File: src/rtl/core/dkfh_pkg.sv
// dkfh_pkg: shared types, constants and digit helpers for the decimal key folding hash
// used by decimal_key_folding_hash_core and dkfh_mod_reduce; no dependencies
`default_nettype none

package dkfh_pkg;

  // hash mode codes
  localparam logic [1:0] MODE_MODULO   = 2'd0;
  localparam logic [1:0] MODE_SHIFT    = 2'd1;
  localparam logic [1:0] MODE_BOUNDARY = 2'd2;

  // weights of the upper three digit groups, taken mod 2**32
  localparam logic [31:0] W_GROUP0 = 32'd3567587328;  // 10**12 mod 2**32
  localparam logic [31:0] W_GROUP1 = 32'd100000000;
  localparam logic [31:0] W_GROUP2 = 32'd10000;

  localparam int unsigned GROUP_W = 14;  // a 4-digit group is below 10000
  localparam int unsigned FOLD_W  = 16;  // a sum of four groups is below 40000
  localparam int unsigned INDEX_W = 10;

  typedef logic [GROUP_W-1:0] group_t;

  // sideband that travels with each item
  typedef struct packed {
    logic valid;
    logic bad;   // some nibble above nine
    logic kill;  // force the index to zero
  } dkfh_side_t;

  // decimal value of four packed bcd digits
  function automatic group_t bcd4(input logic [15:0] n);
    group_t v;
    v = group_t'(n[15:12]) * group_t'(1000) + group_t'(n[11:8]) * group_t'(100)
      + group_t'(n[7:4]) * group_t'(10) + group_t'(n[3:0]);
    return v;
  endfunction

  // digits reversed after dropping leading zeros
  function automatic group_t rev4(input logic [15:0] n);
    group_t v;
    if (n[15:12] != 4'd0) begin
      v = group_t'(n[3:0]) * group_t'(1000) + group_t'(n[7:4]) * group_t'(100)
        + group_t'(n[11:8]) * group_t'(10) + group_t'(n[15:12]);
    end else if (n[11:8] != 4'd0) begin
      v = group_t'(n[3:0]) * group_t'(100) + group_t'(n[7:4]) * group_t'(10)
        + group_t'(n[11:8]);
    end else if (n[7:4] != 4'd0) begin
      v = group_t'(n[3:0]) * group_t'(10) + group_t'(n[7:4]);
    end else begin
      v = group_t'(n[3:0]);
    end
    return v;
  endfunction

endpackage

`default_nettype wire

File: src/rtl/core/dkfh_mod_reduce.sv
// dkfh_mod_reduce: three-stage reduction of a 32-bit code mod TABLE_SIZE
// by reciprocal multiply and one correction; depends on dkfh_pkg
`default_nettype none

module dkfh_mod_reduce #(
  parameter int unsigned TABLE_SIZE = 1024
) (
  input  wire                                 clk,
  input  wire                                 rst_n,
  input  dkfh_pkg::dkfh_side_t                in_side,
  input  wire  [31:0]                         in_code,
  output dkfh_pkg::dkfh_side_t                out_side,
  output logic [dkfh_pkg::INDEX_W-1:0]        out_index
);
  import dkfh_pkg::*;

  localparam logic [63:0] RECIP_W = 64'h1_0000_0000 / 64'(TABLE_SIZE);
  localparam logic [31:0] RECIP   = RECIP_W[31:0];
  localparam int unsigned QW      = 33 - $clog2(TABLE_SIZE);
  localparam int unsigned RW      = $clog2(TABLE_SIZE) + 1;

  dkfh_side_t       r1_side_r, r2_side_r, r3_side_r;
  logic [31:0]      r1_code_r;
  logic [63:0]      r1_prod_r, r1_prod_nxt;
  logic [QW-1:0]    quot;
  logic [31:0]      qn;
  logic [RW-1:0]    r2_rem_r, r2_rem_nxt;
  logic [RW-1:0]    rem_adj;
  logic [31:0]      rem_ext;
  logic [INDEX_W-1:0] r3_index_r, r3_index_nxt;

  // quotient estimate is low by at most one
  assign r1_prod_nxt = 64'(in_code) * 64'(RECIP);
  assign quot        = r1_prod_r[32+QW-1:32];
  assign qn          = 32'(quot) * 32'(TABLE_SIZE);
  assign r2_rem_nxt  = RW'(r1_code_r - qn);
  assign rem_adj     = (r2_rem_r >= RW'(TABLE_SIZE)) ? r2_rem_r - RW'(TABLE_SIZE) : r2_rem_r;
  assign rem_ext     = 32'(rem_adj);
  assign r3_index_nxt = r2_side_r.kill ? '0 : rem_ext[INDEX_W-1:0];

  always_ff @(posedge clk) begin
    if (!rst_n) begin
      r1_side_r <= '0;
      r2_side_r <= '0;
      r3_side_r <= '0;
    end else begin
      r1_side_r <= in_side;
      r2_side_r <= r1_side_r;
      r3_side_r <= r2_side_r;
    end
  end

  always_ff @(posedge clk) begin
    r1_code_r  <= in_code;
    r1_prod_r  <= r1_prod_nxt;
    r2_rem_r   <= r2_rem_nxt;
    r3_index_r <= r3_index_nxt;
  end

  assign out_side  = r3_side_r;
  assign out_index = r3_index_r;

endmodule

`default_nettype wire

File: src/rtl/core/decimal_key_folding_hash_core.sv
// decimal_key_folding_hash_core: top level of the bcd key hash pipeline
// depends on dkfh_pkg and dkfh_mod_reduce
`default_nettype none

// Takes one 16-digit packed bcd key per clock and returns its table index
// on out_hash_index with out_strobe high for one cycle. busy is always low,
// so a new key can be started every cycle; the path is three stages of digit
// decode, group weighting and code selection followed by three stages of the
// reciprocal-multiply modulo unit. There is no backpressure on the result
// side. cfg_ready is always high; hash_mode may only be rewritten while no
// key is in flight. A key with a nibble above nine gives index zero with
// out_key_invalid set, and mode 3 gives index zero.
module decimal_key_folding_hash_core #(
  parameter int unsigned TABLE_SIZE = 1024
) (
  input  wire         clk,
  input  wire         rst_n,
  input  wire         start,
  output logic        busy,
  input  wire  [63:0] in_key_digits,
  output logic        out_strobe,
  output logic [9:0]  out_hash_index,
  output logic        out_key_invalid,
  input  wire         cfg_valid,
  output logic        cfg_ready,
  input  wire  [1:0]  cfg_hash_mode
);
  import dkfh_pkg::*;

  logic [1:0]  mode_r;

  // stage 1: group values and reversed groups
  logic        s1_valid_r;
  group_t      s1_g_r [4];
  group_t      s1_rev1_r, s1_rev3_r;
  logic        s1_bad_r, s1_bad_nxt;
  logic [1:0]  s1_mode_r;

  // stage 2: weighted groups and fold sums
  logic        s2_valid_r;
  logic [31:0] s2_p0_r, s2_p1_r, s2_p2_r;
  group_t      s2_p3_r;
  logic [FOLD_W-1:0] s2_fold_r, s2_bound_r;
  logic        s2_bad_r;
  logic [1:0]  s2_mode_r;

  // stage 3: selected code
  dkfh_side_t  s3_side_r, s3_side_nxt;
  logic [31:0] s3_code_r, s3_code_nxt;

  dkfh_side_t  red_side;
  logic [INDEX_W-1:0] red_index;

  always_comb begin
    s1_bad_nxt = 1'b0;
    for (int i = 0; i < 16; i++) begin
      if (in_key_digits[4*i +: 4] > 4'd9) begin
        s1_bad_nxt = 1'b1;
      end
    end
  end

  always_comb begin
    s3_side_nxt.valid = s2_valid_r;
    s3_side_nxt.bad   = s2_bad_r;
    s3_side_nxt.kill  = s2_bad_r;
    case (s2_mode_r)
      MODE_MODULO:   s3_code_nxt = s2_p0_r + s2_p1_r + s2_p2_r + 32'(s2_p3_r);
      MODE_SHIFT:    s3_code_nxt = 32'(s2_fold_r);
      MODE_BOUNDARY: s3_code_nxt = 32'(s2_bound_r);
      default: begin
        s3_code_nxt      = '0;
        s3_side_nxt.kill = 1'b1;
      end
    endcase
  end

  always_ff @(posedge clk) begin
    if (!rst_n) begin
      mode_r     <= MODE_MODULO;
      s1_valid_r <= 1'b0;
      s2_valid_r <= 1'b0;
      s3_side_r  <= '0;
    end else begin
      if (cfg_valid && cfg_ready) begin
        mode_r <= cfg_hash_mode;
      end
      s1_valid_r <= start && !busy;
      s2_valid_r <= s1_valid_r;
      s3_side_r  <= s3_side_nxt;
    end
  end

  always_ff @(posedge clk) begin
    for (int i = 0; i < 4; i++) begin
      s1_g_r[i] <= bcd4(in_key_digits[48-16*i +: 16]);
    end
    s1_rev1_r <= rev4(in_key_digits[32 +: 16]);
    s1_rev3_r <= rev4(in_key_digits[0 +: 16]);
    s1_bad_r  <= s1_bad_nxt;
    s1_mode_r <= mode_r;

    s2_p0_r    <= 32'(46'(s1_g_r[0]) * 46'(W_GROUP0));
    s2_p1_r    <= 32'(46'(s1_g_r[1]) * 46'(W_GROUP1));
    s2_p2_r    <= 32'(46'(s1_g_r[2]) * 46'(W_GROUP2));
    s2_p3_r    <= s1_g_r[3];
    s2_fold_r  <= FOLD_W'(s1_g_r[0]) + FOLD_W'(s1_g_r[1])
                + FOLD_W'(s1_g_r[2]) + FOLD_W'(s1_g_r[3]);
    s2_bound_r <= FOLD_W'(s1_g_r[0]) + FOLD_W'(s1_rev1_r)
                + FOLD_W'(s1_g_r[2]) + FOLD_W'(s1_rev3_r);
    s2_bad_r   <= s1_bad_r;
    s2_mode_r  <= s1_mode_r;

    s3_code_r  <= s3_code_nxt;
  end

  dkfh_mod_reduce #(
    .TABLE_SIZE (TABLE_SIZE)
  ) u_reduce (
    .clk       (clk),
    .rst_n     (rst_n),
    .in_side   (s3_side_r),
    .in_code   (s3_code_r),
    .out_side  (red_side),
    .out_index (red_index)
  );

  assign busy            = 1'b0;
  assign cfg_ready       = 1'b1;
  assign out_strobe      = red_side.valid;
  assign out_hash_index  = red_index;
  assign out_key_invalid = red_side.bad;

endmodule

`default_nettype wire
File: config.mk
export PLATFORM = sky130hd
export DESIGN_NAME = decimal_key_folding_hash_core
export DESIGN_NICKNAME = d
export VERILOG_FILES = /design/src/rtl/core/dkfh_pkg.sv /design/src/rtl/core/dkfh_mod_reduce.sv /design/src/rtl/core/decimal_key_folding_hash_core.sv
export SDC_FILE = /design/constraint.sdc
export NUM_CORES = 1
export LEC_CHECK = 0
export BUFFER_PORTS_ARGS = -buffer_cell sky130_fd_sc_hd__buf_2
export CAP_MARGIN = 5
export CORE_MARGIN = 2
export CORE_UTILIZATION = 38
export DETAILED_ROUTE_END_ITERATION = 12
export GPL_TIMING_DRIVEN = 0
export SLEW_MARGIN = 10
export SYNTH_ARGS = -nofsm -noshare
export SYNTH_HDL_FRONTEND = slang
export SYNTH_SLANG_ARGS = --single-unit
File: constraint.sdc
create_clock -name clk -period 4.2 [get_ports clk]
set_clock_uncertainty 0.2 [all_clocks]
set_input_delay 0.84 -clock clk [delete_from_list [all_inputs] [get_ports clk]]
set_output_delay 0.84 -clock clk [all_outputs]
set_load 0.02 [all_outputs]
==> Word-level counts from Yosys, hierarchy flattened <==
Memories as Yosys holds them, arrays and structs flattened.
Index checks and enable logic that the tools add are counted.
{ "word_totals": {"elab_cells": 127, "memories": 1, "out_inout_bits": 14, "input_bits": 70, "mem_bits_rw": 56, "regBits": 129} }
{ "classes": {"n_eq_ne": 2, "n_mux": 10, "order_cmp": 17, "n_reduce_logical": 9, "n_addsub": 35, "n_mul": 24} }
{ "memory_table": {"columns": ["memory", "depth", "width", "rd", "rd_ports_with_merged_regs", "wr", "line_no", "rtl"], "rows": [
  ["s1_g_r", 4, 14, 4, 0, 4, "decimal_key_folding_hash_core.sv:34", "group_t s1_g_r [4];"]
]} }
{ "op_table": {"columns": ["operator", "count"], "rows": [
  ["11-bit adder", 10],
  ["4-bit by 5-bit multiplier with 9-bit output, second input constant", 8],
  ["4-bit > comparator, second input constant", 16],
  ["14-bit by 11-bit adder with 14-bit output", 4],
  ["14-bit by 4-bit adder with 14-bit output", 4],
  ["14-bit by 8-bit adder with 14-bit output", 4],
  ["4-bit by 3-bit multiplier with 7-bit output, second input constant", 8],
  ["11-bit by 4-bit adder with 11-bit output", 4],
  ["11-bit by 8-bit adder with 11-bit output", 4],
  ["4-bit by 7-bit multiplier with 11-bit output, second input constant", 4],
  ["11-bit 2-to-1 mux", 4],
  ["11-bit case mux with 3 select lines", 1],
  ["4-bit nonzero test", 6],
  ["14-bit by 19-bit multiplier with 3-bit output, second input constant", 1],
  ["8-bit by 4-bit adder with 9-bit output", 2],
  ["9-bit 2-to-1 mux", 2],
  ["4-bit by 7-bit multiplier with 8-bit output, second input constant", 2],
  ["15-bit OR reduction", 1],
  ["14-bit by 10-bit multiplier with 7-bit output, second input constant", 1],
  ["1-bit by 11-bit adder with 11-bit output, first input constant", 1],
  ["11-bit >= comparator, second input constant", 1],
  ["11-bit subtractor", 1],
  ["10-bit 2-to-1 mux", 1],
  ["10-bit by 1-bit subtractor with 10-bit output, second input constant", 1],
  ["5 further kinds", 6]
]} }

==> Logic depth before layout (Yosys ltp) <==
Gate-level depths: netlist of run 1.
{ "depth": {"depth_word": 5, "ltp_mapped": 15, "ltp_nobuf": 15} }

==> Cells and area by module <==
A second synthesis of run 1 with hierarchy kept.
{ "hier_totals": {"hier_cells": 3020, "area_unflattened_um2": 29914.9} }
{ "by_module_without_submodules": {"columns": ["mod", "area_each_um2", "n_inst", "cells_each", "seq_area_each_um2"], "rows": [
  ["decimal_key_folding_hash_core", 29007.8, 1, 2961, 4864.7],
  ["dkfh_mod_reduce", 907.1, 1, 59, 780.7]
]} }

==> Worst setup path before layout of run 1 <==
No wires, ideal clock.
{ "synth_timing": {"path_type": "input port to flip-flop", "from": "input port in_key_digits[33]", "to": "register s1_rev1_r[9]", "t_arrival_ps": 3971, "path_slack_ps": -45, "setup_ps": 73, "path_buffers": 0, "cell_stages": 13, "path_cell_list": "inv_1 > fa_1 > fa_1 > inv_1 > ha_1 > xor2_1 > ha_1 > ha_1 > ha_1 > a21oi_1 > o21ai_1 > or3_1 > o211ai_2"} }
{ "synth_between": {"elab_chain_len": 5, "word_cells_on_any_way": 9, "cone_classes": "add/sub (5); mul (2); mux (2)"} }
{ "synth_rtl": {"columns": ["element", "line_no", "rtl"], "rows": [
  ["start, declared", "decimal_key_folding_hash_core.sv:20", "input wire [63:0] in_key_digits,"],
  ["4-bit by 7-bit multiplier with 8-bit output or 4-bit by 5-bit multiplier with 9-bit output (tied branches)", "dkfh_pkg.sv:42, dkfh_pkg.sv:45", null],
  ["11-bit adder or 11-bit by 8-bit adder with 11-bit output (tied branches)", "dkfh_pkg.sv:42, dkfh_pkg.sv:45", null],
  ["11-bit by 8-bit adder with 11-bit output or 11-bit by 4-bit adder with 11-bit output (tied branches)", "dkfh_pkg.sv:43, dkfh_pkg.sv:46", null],
  ["11-bit by 4-bit adder with 11-bit output or 11-bit 2-to-1 mux (tied branches)", "dkfh_pkg.sv:43, dkfh_pkg.sv:44", null],
  ["11-bit 2-to-1 mux (*)", "dkfh_pkg.sv:41", "if (n[15:12] != 4'd0) begin"],
  ["end signal, assigned", "decimal_key_folding_hash_core.sv:98", "s1_rev1_r <= rev4(in_key_digits[32 +: 16]);"],
  ["end, declared", "decimal_key_folding_hash_core.sv:35", "group_t s1_rev1_r, s1_rev3_r;"]
]} }
Every way passes the cells marked *; elsewhere a longest branch is shown, timed or not.
A chain may end at the register's enable or synchronous reset.

==> Worst setup path in the final report of run 1 <==
{ "layout_timing": {"from": "input port in_key_digits[2]", "to": "register s1_rev3_r[9]"} }
{ "layout_between": {"elab_chain_len": 5, "word_cells_on_any_way": 9, "cone_classes": "add/sub (5); mul (2); mux (2)"} }
{ "layout_rtl": {"columns": ["element", "line_no", "rtl"], "rows": [
  ["4-bit by 7-bit multiplier with 8-bit output or 4-bit by 5-bit multiplier with 9-bit output (tied branches)", "dkfh_pkg.sv:42, dkfh_pkg.sv:45", null],
  ["11-bit adder or 11-bit by 8-bit adder with 11-bit output (tied branches)", "dkfh_pkg.sv:42, dkfh_pkg.sv:45", null],
  ["11-bit by 8-bit adder with 11-bit output or 11-bit by 4-bit adder with 11-bit output (tied branches)", "dkfh_pkg.sv:43, dkfh_pkg.sv:46", null],
  ["11-bit by 4-bit adder with 11-bit output or 11-bit 2-to-1 mux (tied branches)", "dkfh_pkg.sv:43, dkfh_pkg.sv:44", null],
  ["11-bit 2-to-1 mux (*)", "dkfh_pkg.sv:41", null],
  ["end signal, assigned", "decimal_key_folding_hash_core.sv:99", "s1_rev3_r <= rev4(in_key_digits[0 +: 16]);"],
  ["end, declared", "decimal_key_folding_hash_core.sv:35", null]
]} }
Marked as above.

==> results of run 1 <==
## cell usage in the layout, fill, tap and decap left out, types with 13 or more instances in the layout
cell and n:
sky130_fd_sc_hd__a21o_1 32, sky130_fd_sc_hd__a21oi_1 90, sky130_fd_sc_hd__and2_1 15, sky130_fd_sc_hd__buf_2 76, sky130_fd_sc_hd__clkbuf_16 17, sky130_fd_sc_hd__dfxtp_1 159
sky130_fd_sc_hd__fa_1 130, sky130_fd_sc_hd__ha_1 297, sky130_fd_sc_hd__inv_1 257, sky130_fd_sc_hd__mux2i_1 13, sky130_fd_sc_hd__nand2_1 49, sky130_fd_sc_hd__nor2_1 26
sky130_fd_sc_hd__nor2b_1 32, sky130_fd_sc_hd__o21ai_0 26, sky130_fd_sc_hd__xnor2_1 117, sky130_fd_sc_hd__xor2_1 34
## routing by layer
layer | track usage [%] | share of wire [%]
met4 | 5.40 | 2.6
met2 | 27.3 | 48
met3 | 2.01 | 3.0
met5 | 0 | 0
met1 | 20.8 | 47
## worst reg2reg max path: cells and delay by family, from the launching register on
kind | cells | cell delay, ps
fa+ha+maj | 4 | 1660
simple gates | 2 | 250
xor+xnor | 1 | 130
buf+inv | 2 | 140
compound gates | 3 | 580
flops | 1 | 350
## kinds of logic after synthesis
logic type,share of synthesized area (%)
adders and majority gates,45.4
xor gates and xnor gates,9.51
other,0.0526
and+or+nand+nor,5.80
buffers and inverters,7.24
AOI/OAI and AO/OA,8.80
DFF,22.3
muxes,0.912
## flip-flops by register name, summed over array words and instances, names as in the netlist, 6 cells and up
name	cells
s3_code_r	10
s2_bound_r	10
s2_p2_r	6
s1_rev1_r	10
s2_p3_r	10
s2_fold_r	10
u_reduce.r2_rem_r	10
u_reduce.out_index	10
u_reduce.r1_code_r	10
s1_rev3_r	10
s1_g_r	40
## power groups by stage
stage / registers, mW / clock network (mW) / logic [mW]
after global routing: 2.52 / 1.63 / 9.02
after CTS: 2.48 / 1.56 / 7.90
after global placement: 2.51 / 0 / 7.69
final: 2.47 / 1.52 / 7.87
after floorplan: 2.46 / 0 / 6.08
after detailed placement: 2.51 / 0 / 7.81
## cell type report
type,count,share of cell area (%)
repair buffers,83,2.74
clock inverters,14,0.975
clock buffers,18,2.74
plain buffers,10,0.289
flip-flops and latches,159,19.8
multi-input cells,980,63.6
well taps,468,3.65
inverters,263,6.20
## worst paths after layout
check / from / endpoint / slack, ps / depth (start not counted)
setup reg to reg: s1_g_r[1][1]$_DFF_P_ / s2_fold_r[7]$_DFF_P_ / 810 / 12
setup / recovery: in_key_digits[2] / s1_rev3_r[9]$_DFF_P_ / 110 / 12
hold reg to reg: u_reduce.r1_code_r[9]$_DFF_P_ / u_reduce.r2_rem_r[9]$_DFF_P_ / 120 / 0
hold / removal: u_reduce.r1_code_r[9]$_DFF_P_ / u_reduce.r2_rem_r[9]$_DFF_P_ / 120 / 0
## per-stage QoR
| step | hold WS [ps] | utilization (%) | std cells |
|---|---|---|---|
| 6_report | 122 | 43.6 | 1995 |
| 5_1_grt | 128 | 43.6 | 1995 |
| 3_5_place_dp | 112 | 41.6 | 1961 |
| 3_3_place_gp | 113 | 41.6 | 1961 |
| 2_1_floorplan | 110 | - | 1412 |
| 4_1_cts | 126 | 43.3 | 1995 |
## timing repair
action	4_1_cts	5_1_grt
gates resized for setup	9	25
buffers inserted	2	0
gates cloned	0	0
setup endpoints to repair	3	7
pin swaps	2	5
==> results.cfg, run 1 <==
[floorplan]
width_of_the_die_um = 198
die_y_um = 198
initial_core_util_pct = 38.8
core_area_mm2 = 0.0368
rows = 70
dieArea_mm2 = 0.0391
num_io_pins = 84

[drt]
detailedRoute.firstIterationViolations = 328
route.detailed.wl_per_inst_um = 14.8
detail_route.vias_per_cell = 4.64
wirelength_um = 29500
route.antenna.remaining_nets = 0
dr_total_vias = 9262
drt_first_pass_iters = 4
post_detailed_route_drc_marker_count = 0

[power_and_ir_drop]
pwr-share-seq_pct = 20.9
power.density_mw_per_mm2 = 739
p_int_mw = 6.94
clock_power_share_pct = 12.8
power_leakage_nw = 8.08
power.share.combinational_pct = 66.3
totalPowerFinal_mw = 11.9
netSwitchingFraction_pct = 41.5
ir_drop_mv = 0.748
switching_power_mw = 4.92

[final_layout]
nets = 2021
antennaDiodeCount = 0
final_layout_size_suffix_gt1_share_pct = 9.95
fillers = 3593
multi_input_comb_area_mm2 = 0.0102
layout.area.seq_mm2 = 0.00318
synthToLayoutAreaGrowth_pct = 12.4
final_area_mm2 = 0.0160

[placed_design]
routabilityCongestion = 0.870
dpl-instance-area_mm2 = 0.0153
dp.final_hpwl_um = 25900
placement.io_buffers = 81
post-place-ws_ps = -794

[setup_path]
max_stage_delay_ps = 540
timing.critical_path.arrival_ps = 4190
critical-path-top-delay-family = adder cells
slowest_stage = sky130_fd_sc_hd__fa_1
critical_path_fanout_max = 8
timing.critical_path.cells = buf_4, ha_2, fa_2, fa_1, fa_1, ha_1, ha_1, nand2_1, o21ai_2, and2_1, mux2i_1, o21ai_2
timing_worst_setup_path_type = in -> reg
end_kind = flop
required_ps = 4300
crit_path_start_kind = input port
critPathBufInv = 1

[timing]
rsz0062_at_grt = true
finalMaxSlewViolations = 0
tns_ps = 0
worstMarginPinSlew_ps = 544
report.final.hold_viol_count = 0
setup_slack_ps = 113
period_utilization_pct = 97.3
fmax_mhz = 245
finalCriticalPeriod_ps = 4090
setup_viol_count_final = 0
slew_headroom_pct = 63.8

[clocking]
cts_num_sinks = 159
cts_hold_buffers = 0
clock_latency_ps = 430
htreeDepth = 4
cts_buffers = 17
clk_pin_slew_worst_paths_ps = 60
clock_tree.root_cell = sky130_fd_sc_hd__clkbuf_16
clock_path_buffers = 2
tritoncts = yes

[logic_synthesis]
postSynthAreaPerCell_um2 = 10.1
synth_seq_cells = 159
synth_enable_flop_cells = 0
synthTopCellsByCount = 303 x sky130_fd_sc_hd__ha_1, 263 x sky130_fd_sc_hd__inv_1, 159 x sky130_fd_sc_hd__dfxtp_1
synth.most_common_cell = sky130_fd_sc_hd__ha_1
post_synth_instance_area_mm2 = 0.0143
dominant_synthesized_flop_cell = sky130_fd_sc_hd__dfxtp_1
library_cell_with_the_largest_summed_area_after_synthesis = sky130_fd_sc_hd__ha_1
postSynthNetCount = 1919
yosysWarningCount = 0
share_of_synthesized_flip_flops_with_an_asynchronous_set_or_reset_pct = 0
synth_cell_types = 44
synth.area.top_cells = sky130_fd_sc_hd__ha_1 27%, sky130_fd_sc_hd__dfxtp_1 22%, sky130_fd_sc_hd__fa_1 19%, sky130_fd_sc_hd__xnor2_1 7.4%, sky130_fd_sc_hd__inv_1 6.9%
yosysSeqAreaShare_pct = 22.3
synth_cells = 1412
post-synth-top-area-fraction_pct = 26.6

[global_routing]
global_route.usage.total_pct = 16.0
grt_first_pass_wirelength_um = 48900
grt_start_max_net_pins = 17
number_of_global_route_vias_before_repair = 9714
antenna_found_initial = 0
global_route.overflow_total = 0

[flow_run]
drv_cap = 0

[min_path]
timing.hold.worst.class = reg -> reg

[run_status]
outcome = complete, no violations
Power figures use the tool's default switching activity.
==> run 2: changes to the inputs <==
ABC_AREA = 1   (was unset)
PLACE_DENSITY = 0.61   (was unset)
==> results.cfg, run 2 <==
[logic_synthesis]
synthMuxAreaShare_pct = 0.0676
synth_simple_gate_area_share_pct = 12.1
share_of_synthesized_flip_flops_with_an_asynchronous_set_or_reset_pct = 0
parity_gate_share_of_the_synthesized_area_counting_xor_and_xnor_cells_pct = 7.27
synth_seq_cells = 159
synth_cells = 1662
postSynthAreaPerCell_um2 = 8.91
yosysSeqAreaShare_pct = 21.5
dominant_synthesized_flop_cell = sky130_fd_sc_hd__dfxtp_1
synth_top_family_by_area = adder cells
post_synthesis_compound_gate_area_fraction_pct = 5.81
synth_cell_types = 44
library_cell_with_the_largest_summed_area_after_synthesis = sky130_fd_sc_hd__ha_1
post_synth_instance_area_mm2 = 0.0148
post-synth-top-area-fraction_pct = 25.6
synth_enable_flop_cells = 0
yosys.area_share.adder_pct = 43.7
postSynthNetCount = 2169
synthTopCellsByCount = 356 x sky130_fd_sc_hd__inv_1, 303 x sky130_fd_sc_hd__ha_1, 256 x sky130_fd_sc_hd__nand2_1
yosysWarningCount = 0
synth.most_common_cell = sky130_fd_sc_hd__inv_1
synth.area.top_cells = sky130_fd_sc_hd__ha_1 26%, sky130_fd_sc_hd__dfxtp_1 22%, sky130_fd_sc_hd__fa_1 18%, sky130_fd_sc_hd__inv_1 9.0%, sky130_fd_sc_hd__nand2_1 6.5%

[floorplan]
rows = 72
dieArea_mm2 = 0.0405
num_io_pins = 84
core_area_mm2 = 0.0386
die_y_um = 201
initial_core_util_pct = 38.4
width_of_the_die_um = 201

[timing]
setup_viol_count_final = 0
tns_ps = 0
period_utilization_pct = 96.1
finalCriticalPeriod_ps = 4040
finalMaxSlewViolations = 0
report.final.hold_viol_count = 0
rsz0062_at_grt = true
fmax_mhz = 248
fin_hold_ws_ps = 122
slew_headroom_pct = 45.2
worstMarginPinSlew_ps = 813

[drt]
detail_route.vias_per_cell = 4.61
wirelength_um = 31500
route.antenna.remaining_nets = 0
detailedRoute.firstIterationViolations = 354
dr_total_vias = 10597
drt_first_pass_iters = 5
post_detailed_route_drc_marker_count = 0
route.detailed.wl_per_inst_um = 13.7

[power_and_ir_drop]
totalPowerFinal_mw = 12.1
power_leakage_nw = 8.88
power.density_mw_per_mm2 = 722
ir_drop_mv = 0.514

[clocking]
clock_latency_ps = 420
clock_path_buffers = 2
cts_buffers = 17
cts_num_sinks = 159
htreeDepth = 4
tritoncts = yes
clock_tree.root_cell = sky130_fd_sc_hd__clkbuf_16
clk_pin_slew_worst_paths_ps = 70

[placed_design]
dp.cells = 2261
routabilityCongestion = 0.847
placement.io_buffers = 81
dp.final_hpwl_um = 27700

[setup_path]
max_stage_delay_ps = 570
timing_worst_setup_path_type = in -> reg
crit_path_start_kind = input port
slowest_stage = sky130_fd_sc_hd__fa_1
timing.critical_path.arrival_ps = 4150
critical-path-top-delay-family = adder cells
timing.critical_path.cells = clkbuf_4, ha_1, ha_1, ha_1, fa_1, fa_1, ha_4, ha_4, nand2_1, inv_1, nand4_1, nand3_1, nand2_1, nand2_1, nand3_1, nand3_2, nand2_2
required_ps = 4310
critical_path_fanout_max = 7
end_kind = flop
critPathBufInv = 2

[global_routing]
global_route.usage.total_pct = 16.1
grt_start_max_net_pins = 18
antenna_found_initial = 1
grt_first_pass_wirelength_um = 52700
global_route.overflow_total = 0
number_of_global_route_vias_before_repair = 10839

[flow_run]
drv_cap = 0

[min_path]
timing.hold.worst.class = reg -> reg

[final_layout]
synthToLayoutAreaGrowth_pct = 13.6
multi_input_comb_area_mm2 = 0.0105
commonest_non_fill_non_tap_cell_in_the_layout = sky130_fd_sc_hd__inv_1
fillers = 3810
final_layout_size_suffix_gt1_share_pct = 10.4
post_layout_nonfiller_instances = 2301
antennaDiodeCount = 0
finish.utilization_pct = 43.6
layout.area.seq_mm2 = 0.00318
largest_register_ff_count = 40
nets = 2277
final_cell_mix = 347 x sky130_fd_sc_hd__inv_1, 284 x sky130_fd_sc_hd__ha_1, 255 x sky130_fd_sc_hd__nand2_1, 159 x sky130_fd_sc_hd__dfxtp_1, 132 x sky130_fd_sc_hd__fa_1
largest_register = s1_g_r

[run_status]
outcome = complete, no violations
-- run 2: area by class of cell --
type,instances,share of cell area (%)
Multi-Input combinational cell,1131,62.4
Sequential cell,159,18.9
Inverter,367,8.27
Tap cell,518,3.85
Timing Repair Buffer,89,2.98
Clock buffer,17,2.53
Clock inverter,15,0.863
Buffer,5,0.179
-- run 2: path summary, 6_finish.rpt --
| path | startpoint | cells past startpoint | end | slack (ps) |
|---|---|---|---|---|
| hold reg to reg | s3_code_r[2]$_DFF_P_ | 0 | u_reduce.r1_code_r[2]$_DFF_P_ | 120 |
| hold / removal | s3_code_r[2]$_DFF_P_ | 0 | u_reduce.r1_code_r[2]$_DFF_P_ | 120 |
| setup reg to reg | s1_rev1_r[1]$_DFF_P_ | 11 | s2_bound_r[9]$_DFF_P_ | 1160 |
| setup / recovery | in_key_digits[35] | 17 | s1_rev1_r[9]$_DFF_P_ | 160 |
-- run 2: power breakdown --
part | switching, mW | total (mW) | internal [mW]
Clock | 0.656 | 1.44 | 0.785
Combinational | 4.76 | 8.22 | 3.46
Sequential | 0.276 | 2.49 | 2.21
-- run 2: through the flow --
step / cell area [µm²] / setup slack, ps
after floorplan: 14800 / -28.4
after global placement: 15900 / -705
after detailed placement: 15900 / -699
after CTS: 16500 / 9.54
after global routing: 16800 / -12.6
final: 16800 / 163
-- run 2: layer usage --
metal	track usage, %	vias up	share of wire (%)
li1	-	5445	-
met1	20.0	4970	45
met2	28.4	137	50
met3	2.59	43	2.9
met4	5.28	2	2.8
met5	0	-	0.032
-- run 2: timing repair --
item                                    4_1_cts  5_1_grt
hold buffers                                  0        0
endpoints found under the setup margin        3        6
pin swaps                                     2       17
endpoints found under the hold margin         0        0
buffers inserted                              4        4
gates resized for setup                      14       36
-- run 2: logic make-up after synthesis --
group | count (synthesis)
compound gates | 151
simple gates | 421
buf+inv | 372
flops | 159
mux | 1
other cells | 2
xor+xnor | 119
fa+ha+maj | 437
==> run 3: changes to the inputs <==
CELL_PAD_IN_SITES_DETAIL_PLACEMENT = 0   (was unset)
CELL_PAD_IN_SITES_GLOBAL_PLACEMENT = 1   (was unset)
PLACE_DENSITY = 0.74   (was 0.61)
==> results.cfg, run 3 (synthesized netlist as in run 2, its figures left out) <==
[run_status]
outcome = complete, no violations

[setup_path]
end_kind = flop
critical-path-top-delay-family = adder cells
critical_path_fanout_max = 5
timing_worst_setup_path_type = in -> reg
timing.critical_path.from = in_key_digits[61]
timing.critical_path.cells = clkbuf_4, ha_4, fa_1, inv_1, fa_1, fa_1, inv_1, ha_4, ha_4, nand2_1, inv_1, nand4_1, nand3_1, xor2_1, nand3b_1, nand2_1
rr_worst_depth = 11
worst_setup_path_endpoint = s1_g_r[0][9]$_DFF_P_
required_ps = 4300
crit-reg2reg-launch = s1_rev1_r[1]$_DFF_P_
regToRegEndpoint = s2_bound_r[9]$_DFF_P_
crit_path_start_kind = input port
critical_path_depth = 16
slowest_stage = sky130_fd_sc_hd__fa_1
timing.critical_path.arrival_ps = 4160
r2r_slack_ps = 1120
max_stage_delay_ps = 560
critPathBufInv = 4

[power_and_ir_drop]
p_int_mw = 6.62
switching_power_mw = 5.62
clock_power_share_pct = 12.7
pwr-share-seq_pct = 20.3
power_leakage_nw = 8.91
power.share.combinational_pct = 67.0
ir_drop_mv = 0.614
netSwitchingFraction_pct = 45.9
power.density_mw_per_mm2 = 726

[placed_design]
dp.cells = 2261
dp.final_hpwl_um = 28300
placement.io_buffers = 81
routabilityCongestion = 0.906
dpl-instance-area_mm2 = 0.0159
post-place-ws_ps = -718

[drt]
dr_total_vias = 10626
detail_route.vias_per_cell = 4.62
drt_first_pass_iters = 5
route.detailed.wl_per_inst_um = 14.2
route.antenna.remaining_nets = 0
post_detailed_route_drc_marker_count = 0
detailedRoute.firstIterationViolations = 352
wirelength_um = 32700

[final_layout]
antennaDiodeCount = 0
final_layout_size_suffix_gt1_share_pct = 10.3
synthToLayoutAreaGrowth_pct = 13.9
largest_register_ff_count = 40
largest_register = s1_g_r
final_cell_mix = 349 x sky130_fd_sc_hd__inv_1, 284 x sky130_fd_sc_hd__ha_1, 256 x sky130_fd_sc_hd__nand2_1, 159 x sky130_fd_sc_hd__dfxtp_1, 133 x sky130_fd_sc_hd__fa_1
final_area_mm2 = 0.0169
post_layout_nonfiller_instances = 2302
nets = 2278
commonest_non_fill_non_tap_cell_in_the_layout = sky130_fd_sc_hd__inv_1

[timing]
fin_hold_ws_ps = 127
setup_viol_count_final = 0
slew_headroom_pct = 46.4
fmax_mhz = 246
finalCriticalPeriod_ps = 4060
setup_slack_ps = 140
tns_ps = 0
report.final.hold_viol_count = 0
finalMaxSlewViolations = 0
period_utilization_pct = 96.7
worstMarginPinSlew_ps = 795

[global_routing]
antenna_found_initial = 0
grt_first_pass_wirelength_um = 54200
number_of_global_route_vias_before_repair = 10788
global_route.overflow_total = 0
grt_start_max_net_pins = 17
global_route.usage.total_pct = 16.8

[clocking]
clock_path_buffers = 2
clk_pin_slew_worst_paths_ps = 60
tritoncts = yes
cts_num_sinks = 159
clock_latency_ps = 430
clock_tree.root_cell = sky130_fd_sc_hd__clkbuf_16
cts_buffers = 17
htreeDepth = 4

[flow_run]
drv_cap = 0

[floorplan]
num_io_pins = 84
initial_core_util_pct = 38.4
rows = 72
core_area_mm2 = 0.0386
die_y_um = 201
dieArea_mm2 = 0.0405
width_of_the_die_um = 201

[min_path]
worst_hold_startpoint = u_reduce.r1_code_r[7]$_DFF_P_
timing.hold.worst.class = reg -> reg
## run 3: repair_timing
action | 4_1_cts | 5_1_grt
setup buffers | 3 | 6
hold endpoints to repair | 0 | 0
endpoints found under the setup margin | 4 | 6
pin swaps | 2 | 15
hold buffers | 0 | 0
gates resized for setup | 12 | 35
## run 3: worst min-delay path by stage
stage,to,depth (start not counted)
after floorplan,s2_bad_r$_DFF_P_,0
after global placement,u_reduce.r1_code_r[5]$_DFF_P_,0
after detailed placement,u_reduce.r2_rem_r[3]$_DFF_P_,0
after CTS,u_reduce.r2_rem_r[3]$_DFF_P_,0
after global routing,u_reduce.r2_rem_r[7]$_DFF_P_,0
final,u_reduce.r2_rem_r[7]$_DFF_P_,0
## run 3: routing by layer
| metal | routed length, µm | vias to the layer above | track usage [%] |
|---|---|---|---|
| li1 | - | 5457 | - |
| met1 | 15800 | 5004 | 22.5 |
| met2 | 15400 | 129 | 28.5 |
| met3 | 823 | 36 | 2.06 |
| met4 | 724 | 0 | 4.73 |
| met5 | 0 | - | 0 |
## run 3: power by group through the flow
| stage | Clock [mW] | Combinational [mW] | Sequential (mW) |
|---|---|---|---|
| 2_1_floorplan | 0 | 6.09 | 2.45 |
| 3_5_place_dp | 0 | 7.91 | 2.52 |
| 5_1_grt | 1.65 | 9.36 | 2.54 |
| 3_3_place_gp | 0 | 7.81 | 2.51 |
| 4_1_cts | 1.58 | 8.04 | 2.49 |
| 6_report | 1.55 | 8.20 | 2.48 |
## run 3: through the flow
step | util, % | power (mW)
after floorplan | - | 8.54
after global placement | 41.2 | 10.3
after detailed placement | 41.2 | 10.4
after CTS | 43.0 | 12.1
after global routing | 43.7 | 13.6
final | 43.7 | 12.2
## run 3: final cells by class
cell class	instances	area, µm²
Fill cell	3842	21700
Multi-Input combinational cell	1131	10500
Sequential cell	159	3180
Inverter	367	1390
Tap cell	518	648
Timing Repair Buffer	90	507
Clock buffer	18	429
Clock inverter	14	173
Buffer	5	30.0
